==> src/rtl/core/stq_pkg.sv <==
// Shared types, codes and helpers of the sorted timer queue.
`timescale 1ns / 1ps
package stq_pkg;

   localparam int IdW     = 27;
   localparam int TimeW   = 52;
   localparam int PeriodW = 40;

   localparam logic [1:0] REQ_ADD    = 2'd0;
   localparam logic [1:0] REQ_DELETE = 2'd1;
   localparam logic [1:0] REQ_POLL   = 2'd2;

   localparam logic [1:0] STS_OK      = 2'd0;
   localparam logic [1:0] STS_FULL    = 2'd1;
   localparam logic [1:0] STS_BAD_ID  = 2'd2;
   localparam logic [1:0] STS_NOT_DUE = 2'd3;

   typedef struct packed {
      logic [IdW-1:0]     id;
      logic [TimeW-1:0]   due;
      logic [PeriodW-1:0] period;
   } entry_type;

   typedef struct packed {
      logic [1:0]       status;
      logic [IdW-1:0]   id;
      logic             more_due;
      logic [TimeW-1:0] next_due;
   } result_type;

   typedef enum logic [3:0] {
      ST_IDLE,
      ST_ID_RD,
      ST_ID_CK,
      ST_POS_RD,
      ST_POS_CK,
      ST_SHU_RD,
      ST_SHU_WR,
      ST_FIND_RD,
      ST_FIND_CK,
      ST_POLL_WT,
      ST_SHD_RD,
      ST_SHD_WR,
      ST_HEAD_RD,
      ST_HEAD_WT,
      ST_DONE
   } state_type;

   // Saturating add of a time and a 40-bit offset.
   function automatic logic [TimeW-1:0] sat_add(input logic [TimeW-1:0] a,
                                                 input logic [PeriodW-1:0] b);
      logic [TimeW:0] s;
      s = {1'b0, a} + {{(TimeW + 1 - PeriodW){1'b0}}, b};
      sat_add = s[TimeW] ? {TimeW{1'b1}} : s[TimeW-1:0];
   endfunction

endpackage

==> src/rtl/core/stq_ctrl.sv <==
// Sequencer: identifier search, sorted insert, removal and head tracking.
`timescale 1ns / 1ps
module stq_ctrl
   import stq_pkg::*;
#(
   parameter int TIMERS   = 128,
   parameter int ID_LIMIT = 100000000
) (
   input  logic                      clock,
   input  logic                      reset,
   input  logic                      req_valid,
   output logic                      req_ready,
   input  logic [1:0]                req_kind,
   input  logic [TimeW-1:0]          req_now,
   input  logic [PeriodW-1:0]        req_start,
   input  logic [PeriodW-1:0]        req_interval,
   input  logic [IdW-1:0]            req_target,
   input  logic                      rsp_free,
   output logic                      done,
   output result_type                result,
   output logic                      rd_en,
   output logic [$clog2(TIMERS)-1:0] rd_addr,
   input  entry_type                 rd_data,
   output logic                      wr_en,
   output logic [$clog2(TIMERS)-1:0] wr_addr,
   output entry_type                 wr_data
);

   localparam int AW = $clog2(TIMERS);
   localparam int CW = $clog2(TIMERS + 1);

   state_type          state_ff, state_in;
   logic [CW-1:0]      count_ff, count_in;
   logic [IdW-1:0]     idctr_ff, idctr_in;
   logic [TimeW-1:0]   head_ff, head_in;
   logic [CW-1:0]      idx_ff, idx_in;
   logic [CW-1:0]      pos_ff, pos_in;
   logic [1:0]         op_ff, op_in;
   logic [TimeW-1:0]   now_ff, now_in;
   logic [IdW-1:0]     target_ff, target_in;
   logic [IdW-1:0]     nid_ff, nid_in;
   logic [TimeW-1:0]   nt_ff, nt_in;
   logic [PeriodW-1:0] np_ff, np_in;
   logic [1:0]         status_ff, status_in;
   logic [IdW-1:0]     rid_ff, rid_in;
   logic [IdW-1:0]     idctr_next;
   logic [CW-1:0]      idx_dec;

   assign idctr_next = (idctr_ff == IdW'(ID_LIMIT)) ? IdW'(1) : idctr_ff + IdW'(1);
   assign idx_dec    = idx_ff - CW'(1);

   always_ff @(posedge clock) begin
      if (reset) begin
         state_ff <= ST_IDLE;
         count_ff <= '0;
         idctr_ff <= IdW'(1);
         head_ff  <= '0;
      end else begin
         state_ff <= state_in;
         count_ff <= count_in;
         idctr_ff <= idctr_in;
         head_ff  <= head_in;
      end
      idx_ff    <= idx_in;
      pos_ff    <= pos_in;
      op_ff     <= op_in;
      now_ff    <= now_in;
      target_ff <= target_in;
      nid_ff    <= nid_in;
      nt_ff     <= nt_in;
      np_ff     <= np_in;
      status_ff <= status_in;
      rid_ff    <= rid_in;
   end

   always_comb begin
      state_in  = state_ff;
      count_in  = count_ff;
      idctr_in  = idctr_ff;
      head_in   = head_ff;
      idx_in    = idx_ff;
      pos_in    = pos_ff;
      op_in     = op_ff;
      now_in    = now_ff;
      target_in = target_ff;
      nid_in    = nid_ff;
      nt_in     = nt_ff;
      np_in     = np_ff;
      status_in = status_ff;
      rid_in    = rid_ff;
      req_ready = 1'b0;
      done      = 1'b0;
      rd_en     = 1'b0;
      rd_addr   = '0;
      wr_en     = 1'b0;
      wr_addr   = '0;
      wr_data   = '{id: nid_ff, due: nt_ff, period: np_ff};

      unique case (state_ff)
         ST_IDLE: begin
            req_ready = 1'b1;
            if (req_valid) begin
               op_in     = req_kind;
               now_in    = req_now;
               target_in = req_target;
               rid_in    = '0;
               idx_in    = '0;
               state_in  = ST_DONE;
               if (req_kind == REQ_ADD) begin
                  if (count_ff == CW'(TIMERS) || 32'(count_ff) >= 32'(ID_LIMIT)) begin
                     status_in = STS_FULL;
                  end else begin
                     nid_in    = idctr_ff;
                     idctr_in  = idctr_next;
                     nt_in     = sat_add(req_now, req_start);
                     np_in     = req_interval;
                     status_in = STS_OK;
                     state_in  = ST_ID_RD;
                  end
               end else if (req_kind == REQ_DELETE) begin
                  status_in = STS_BAD_ID;
                  if (req_target != '0 && 32'(req_target) <= 32'(ID_LIMIT)) begin
                     state_in = ST_FIND_RD;
                  end
               end else if (req_kind == REQ_POLL) begin
                  if (count_ff == '0 || req_now < head_ff) begin
                     status_in = STS_NOT_DUE;
                  end else begin
                     status_in = STS_OK;
                     rd_en     = 1'b1;
                     rd_addr   = '0;
                     state_in  = ST_POLL_WT;
                  end
               end else begin
                  status_in = STS_BAD_ID;
               end
            end
         end
         ST_ID_RD: begin
            if (idx_ff == count_ff) begin
               rid_in   = nid_ff;
               idx_in   = '0;
               state_in = ST_POS_RD;
            end else begin
               rd_en    = 1'b1;
               rd_addr  = idx_ff[AW-1:0];
               state_in = ST_ID_CK;
            end
         end
         ST_ID_CK: begin
            // Candidate taken: try the next one from the start of the table.
            if (rd_data.id == nid_ff) begin
               nid_in   = idctr_ff;
               idctr_in = idctr_next;
               idx_in   = '0;
            end else begin
               idx_in = idx_ff + CW'(1);
            end
            state_in = ST_ID_RD;
         end
         ST_POS_RD: begin
            if (idx_ff == count_ff) begin
               pos_in   = count_ff;
               state_in = ST_SHU_RD;
            end else begin
               rd_en    = 1'b1;
               rd_addr  = idx_ff[AW-1:0];
               state_in = ST_POS_CK;
            end
         end
         ST_POS_CK: begin
            if (rd_data.due <= nt_ff) begin
               idx_in   = idx_ff + CW'(1);
               state_in = ST_POS_RD;
            end else begin
               pos_in   = idx_ff;
               idx_in   = count_ff;
               state_in = ST_SHU_RD;
            end
         end
         ST_SHU_RD: begin
            if (idx_ff == pos_ff) begin
               wr_en    = 1'b1;
               wr_addr  = pos_ff[AW-1:0];
               count_in = count_ff + CW'(1);
               state_in = ST_HEAD_RD;
            end else begin
               rd_en    = 1'b1;
               rd_addr  = idx_dec[AW-1:0];
               state_in = ST_SHU_WR;
            end
         end
         ST_SHU_WR: begin
            wr_en    = 1'b1;
            wr_addr  = idx_ff[AW-1:0];
            wr_data  = rd_data;
            idx_in   = idx_dec;
            state_in = ST_SHU_RD;
         end
         ST_FIND_RD: begin
            if (idx_ff == count_ff) begin
               state_in = ST_DONE;
            end else begin
               rd_en    = 1'b1;
               rd_addr  = idx_ff[AW-1:0];
               state_in = ST_FIND_CK;
            end
         end
         ST_FIND_CK: begin
            if (rd_data.id == target_ff) begin
               status_in = STS_OK;
               idx_in    = idx_ff + CW'(1);
               state_in  = ST_SHD_RD;
            end else begin
               idx_in   = idx_ff + CW'(1);
               state_in = ST_FIND_RD;
            end
         end
         ST_POLL_WT: begin
            rid_in   = rd_data.id;
            nid_in   = rd_data.id;
            np_in    = rd_data.period;
            nt_in    = sat_add(rd_data.due, rd_data.period);
            idx_in   = CW'(1);
            state_in = ST_SHD_RD;
         end
         ST_SHD_RD: begin
            if (idx_ff == count_ff) begin
               count_in = count_ff - CW'(1);
               idx_in   = '0;
               // Periodic timer: re-insert it after equal times.
               if (op_ff == REQ_POLL && np_ff != '0) begin
                  state_in = ST_POS_RD;
               end else begin
                  state_in = ST_HEAD_RD;
               end
            end else begin
               rd_en    = 1'b1;
               rd_addr  = idx_ff[AW-1:0];
               state_in = ST_SHD_WR;
            end
         end
         ST_SHD_WR: begin
            wr_en    = 1'b1;
            wr_addr  = idx_dec[AW-1:0];
            wr_data  = rd_data;
            idx_in   = idx_ff + CW'(1);
            state_in = ST_SHD_RD;
         end
         ST_HEAD_RD: begin
            rd_en    = 1'b1;
            rd_addr  = '0;
            state_in = ST_HEAD_WT;
         end
         ST_HEAD_WT: begin
            head_in  = (count_ff != '0) ? rd_data.due : '0;
            state_in = ST_DONE;
         end
         ST_DONE: begin
            if (rsp_free) begin
               done     = 1'b1;
               state_in = ST_IDLE;
            end
         end
         default: begin
            state_in = ST_IDLE;
         end
      endcase
   end

   assign result = '{status:   status_ff,
                     id:       rid_ff,
                     more_due: (count_ff != '0) && (now_ff >= head_ff),
                     next_due: (count_ff != '0) ? head_ff : '0};

endmodule

==> config.mk <==
export PLATFORM = sky130hd
export DESIGN_NAME = stq_ctrl
export DESIGN_NICKNAME = d
export VERILOG_FILES = /design/src/rtl/core/stq_pkg.sv /design/src/rtl/core/stq_ctrl.sv
export SDC_FILE = /design/constraint.sdc
export NUM_CORES = 1
export LEC_CHECK = 0
export ABC_AREA = 1
export BUFFER_PORTS_ARGS = -buffer_cell sky130_fd_sc_hd__buf_2
export CAP_MARGIN = 40
export CORE_ASPECT_RATIO = 2
export CORE_MARGIN = 2
export CORE_UTILIZATION = 58
export CTS_CLUSTER_DIAMETER = 120
export CTS_CLUSTER_SIZE = 40
export DETAILED_ROUTE_END_ITERATION = 7
export PLACE_DENSITY = 0.88
export SLEW_MARGIN = 25
export SYNTH_ARGS = -nofsm -noshare
export SYNTH_HDL_FRONTEND = slang
export SYNTH_SLANG_ARGS = --single-unit
==> constraint.sdc <==
create_clock -name clock -period 12.3 [get_ports clock]
set_input_delay 1.845 -clock clock [delete_from_list [all_inputs] [get_ports clock]]
set_output_delay 1.845 -clock clock [all_outputs]
set_load 0.05 [all_outputs]
Word level (Yosys, flattened, before mapping)

Index checks and enable logic that the tools add are counted.

Flip-flop bits (word level): 336
Output and inout bits: 219
Logic and storage cells: 174

Add/sub/neg operators: 7
Magnitude comparators: 4
Equality and inequality tests: 35
Multiplexer cells: 81
Reduce and logical (&&, ||, !) cells: 33

Operator list:

| kind                                                            | number |
|---|---|
| 52-bit two-way mux                                              | 7 |
| 27-bit two-way mux                                              | 11 |
| 27-bit one-hot mux with 3 select lines                          | 2 |
| 40-bit two-way mux                                              | 3 |
| 119-bit two-way mux                                             | 1 |
| 52-bit by 40-bit adder with 53-bit output                       | 2 |
| 52-bit one-hot mux with 2 select lines                          | 1 |
| 40-bit one-hot mux with 2 select lines                          | 1 |
| 8-bit two-way mux                                               | 8 |
| 4-bit one-hot mux with 14 select lines                          | 1 |
| 8-bit one-hot mux with 7 select lines                           | 1 |
| 27-bit equality test                                            | 2 |
| 27-bit one-hot mux with 2 select lines                          | 1 |
| 52-bit >= comparator                                            | 1 |
| 52-bit less-or-equal comparator                                 | 1 |
| 52-bit less-than comparator                                     | 1 |
| 4-bit two-way mux                                               | 10 |
| 40-bit nonzero test                                             | 1 |
| 8-bit one-hot mux with 2 select lines                           | 2 |
| 4-bit equality test, second input constant                      | 7 |
| 27-bit by 1-bit adder with 27-bit output, second input constant | 1 |
| 27-bit equality test, second input constant                     | 1 |
| 27-bit less-or-equal comparator, second input constant          | 1 |
| 27-bit nonzero test                                             | 1 |
| other kinds (35)                                                | 92 |

Depth between registers and ports, before layout

Word-level depth: 8
Mapped depth: 18
Gate-level depth less buffers: 18

Worst setup path after synthesis

Ideal clock, no wire load.

Path type: in2reg
Start: input req_kind[1]
End: register np_ff[0], enable pin
Arrival time: 8.461 ns
Required time: 11.644 ns
Slack: 3.183 ns
Stages on the path: 5
Cell sequence: nor2_1 inv_1 nor2_1 nor2_1 nor3_1

Word-level cells in the longest chain between the ends: 3

Ends and longest elaborated chain:

| what                                   | line            | source |
|---|---|---|
| start: declaration                     | stq_ctrl.sv:13  | `input logic [1:0] req_kind,` |
| 2-bit zero test                        | stq_ctrl.sv:109 | `if (req_kind == REQ_ADD) begin` |
| 2-bit inequality test (no source line) | --              |  |
| 4-bit AND reduction (no source line)   | --              |  |
| end signal: assignment                 | stq_ctrl.sv:71  | `np_ff <= np_in;` |
| end: declaration                       | stq_ctrl.sv:43  | `logic [PeriodW-1:0] np_ff, np_in;` |

No other way between the ends.
A chain may end at the register's enable or synchronous reset.

Final worst setup path

Start: input req_now[43]
End: output rd_en

Word-level cells in the longest chain between the ends: 8

Ends and longest elaborated chain:

| what                                  | line            | source |
|---|---|---|
| start: declaration                    | stq_ctrl.sv:14  | `input logic [TimeW-1:0] req_now,` |
| 52-bit less-than comparator           | stq_ctrl.sv:126 | `if (count_ff == '0 \|\| req_now < head_ff) begin` |
| 1-bit logical OR                      | stq_ctrl.sv:126 |  |
| 1-bit two-way mux                     | stq_ctrl.sv:126 |  |
| 1-bit two-way mux                     | stq_ctrl.sv:125 | `end else if (req_kind == REQ_POLL) begin` |
| 1-bit two-way mux                     | stq_ctrl.sv:120 | `end else if (req_kind == REQ_DELETE) begin` |
| 1-bit two-way mux                     | stq_ctrl.sv:109 |  |
| 1-bit two-way mux                     | stq_ctrl.sv:102 | `if (req_valid) begin` |
| 1-bit one-hot mux with 4 select lines | stq_ctrl.sv:99  | `unique case (state_ff)` |
| end: declaration                      | stq_ctrl.sv:21  | `output logic rd_en,` |

No other way between the ends.

==> impl_metrics.ini <==
[drt]
wl_um = 114000
remaining_drc_errors = 0
firstDrtPassIters = 7
final_antenna_net_count = 0
num_vias = 29893
dr.first_iter.drc_count = 2791
wl_per_cell_um = 22.8
via_per_inst = 5.97

[outcome]
status = finished clean

[hold_path]
hp-class = register to register
whs_path_depth = 2
hold_path_end = idctr_ff[3]$_SDFFE_PP0P_
min_from = idctr_ff[3]$_SDFFE_PP0P_

[synth]
synth.mux.area_fraction = 0
yosysSeqAreaShare = 0.328
postSynth.asyncResetShare = 0
synth_top_family_by_area = simple AND/OR/NAND/NOR gates
synthTopCellsByCount = nand2_1, inv_1, nor2_1, o21ai_0, a21oi_1
synthDistinctLibCells = 57
synth-simple-area-share = 0.264
yosysWarnings = 0
synthCells = 3924
synth_edf_count = 245
synth_top_cell_by_area = edfxtp_1
syn-num-nets = 4456
syn_avg_cell_area_um2 = 7.13
synthXorXnorAreaFrac = 0.0448
netlist.area_leader.share = 0.263
synth.ff_latch_count = 336
yosys.area_share.adder = 0.112
synth-main-ff-cell = edfxtp_1
syn-cell-area_mm2 = 0.0280
yosysMostFrequentCell = nand2_1
synthTopCellsByArea = edfxtp_1, nand2_1, ha_1
synth-compound-area-share = 0.162

[timing]
worst_slew_pin_slew_ns = 0.885
min_period_ns = 6.13
rsz0062_at_grt = no
skew_ns = 0.0381
slew_headroom = 0.404
fmax_mhz = 163
finalHoldViolCount = 0
period_share = 0.499
finalSetupTns_ns = 0
maxSlewViolCount = 0
setup_viol = 0

[critical_path]
worstSetupPathType = input pin to primary output
r2r-end = idx_ff[0]$_DFFE_PP_
critPathMaxFanout = 6
crit_path_end_kind = primary output
start_kind = input pin
arrival_ns = 4.29
reg2reg_depth = 14
r2r-start = nt_ff[37]$_DFFE_PP_
required_ns = 10.45
r2r_slack_ns = 9.15

[power]
swShare = 0.533
p_leak_nw = 13.9
power.switching_mw = 3.02
p_seq_frac = 0.329
ir_worst_vdd_mv = 0.243
pwr-share-comb = 0.567
power.total_mw = 5.67
clockPowerShare = 0.104
p_per_area_mw_per_mm2 = 180
internal_power_mw = 2.65

[clocking]
cts_tree = built
postCtsSetupRepairBufs = 0
clock_path_buffers = 3
insertion_delay_ns = 0.56
cts_max_level = 1
cts_buffers = 12
ctsHoldBuffers = 0
cts_root_buf = clkbuf_16
cts.sinks = 336
cts_resized = 0
clk_pin_slew_worst_paths_ns = 0.16

[floorplanning]
core_area_mm2 = 0.0475
ioPinCount = 503
dieArea_mm2 = 0.0501
start_util = 0.589
std_cell_rows = 113
dieWidth_um = 159
die_y_um = 315

[finish]
nFillCells = 4432
multiInputGateArea_mm2 = 0.0163
layout.nets = 4898
regArea_mm2 = 0.00918
drive_gt1_frac = 0.151
syn_to_final_growth_pct = 12.3
fin_area_mm2 = 0.0314

[global_routing]
grt_overflow = 0
grt_use_total = 0.439
antenna_found_initial = 6
grt_pass1_vias = 29497
grt_pass1_wl_um = 166000
grt_max_degree = 79

[job]
cap_violations = 0

[place]
postPlaceCellArea_mm2 = 0.0310
hpwl_um = 93200
gp_congestion = 1.08
numPortBuffers = 502
## flip-flops by register name (all words and copies together) (netlist names)
name and cells:
now_ff 52, op_ff 2, state_ff 4, pos_ff 8, head_ff 52, target_ff 27, nt_ff 52, status_ff 2
count_ff 8, rid_ff 27, idx_ff 8, np_ff 40, idctr_ff 27, nid_ff 27
## metal layers
metal,wire (um),up-vias,GRT usage
met1,35900,13611,0.422
met5,0,-,0
li1,-,13967,-
met2,56200,1740,0.785
met3,8590,575,0.0614
met4,13700,0,0.440
## cell families after synthesis
logic type,after synthesis
DFF,336
AOI/OAI and AO/OA,829
buffers and inverters,629
and+or+nand+nor,1739
xor gates and xnor gates,143
adders and majority gates,248
## cell type report
| class | count | share of cell area |
|---|---|---|
| diodes | 6 | 0.000478 |
| clock buffers | 19 | 0.0111 |
| clock inverters | 1 | 0.000956 |
| inverters | 531 | 0.0635 |
| multi-input cells | 2959 | 0.520 |
| flip-flops and latches | 336 | 0.292 |
| well taps | 632 | 0.0252 |
| repair buffers | 526 | 0.0863 |
## how the worst max path moves through the flow
stage / start / end / slack, ns / cells after the start
floorplan: req_kind[1] / np_ff[0]$_DFFE_PP_ / 3.18 / 5
global placement: req_now[43] / rd_en / 6.34 / 13
detailed placement: req_now[43] / rd_en / 6.30 / 13
CTS: req_now[43] / rd_en / 6.30 / 13
global route: req_now[43] / rd_en / 5.98 / 13
finish: req_now[43] / rd_en / 6.17 / 13
## worst max-delay path: stages
cell	delay [ns]
buf_2	0.14
ha_1	0.30
nand2_1	0.07
nor2_1	0.14
nand4_1	0.11
nor2_1	0.38
inv_1	0.08
nor2_1	0.09
nand2_1	0.06
nand3_1	0.29
nand3_1	0.22
o31ai_1	0.23
buf_2	0.30
## power groups by stage
stage,logic (mW),registers (mW),clock network [mW]
final,3.21,1.87,0.589
after detailed placement,3.14,1.89,0
after global placement,3.10,1.87,0
after global routing,3.41,1.89,0.612
after floorplan,2.12,2.04,0
after CTS,3.15,1.86,0.588
## per-stage QoR
stage	setup slack, ns	hold WS, ns	util	std cells
detailed placement	6.30	0.461	0.652	4981
floorplan	3.18	0.441	-	3924
CTS	6.30	0.482	0.660	5001
global placement	6.34	0.452	0.651	4976
global route	5.98	0.506	0.661	5009
finish	6.17	0.477	0.661	5010
## cells in the final DEF, fill, tap and decap left out, drive strengths merged, types with 60 or more instances in the layout
cell type,Yosys,routed
nor2,442,442
ha,245,245
edfxtp,245,245
xnor2,60,60
o21ai,407,407
dfxtp,91,91
nand4,76,76
nand2,923,923
buf,42,525
nand3,169,169
a21oi,332,332
inv,530,528
nor3,66,66
xor2,83,83
No activity file was read; power rests on OpenSTA's default activity.
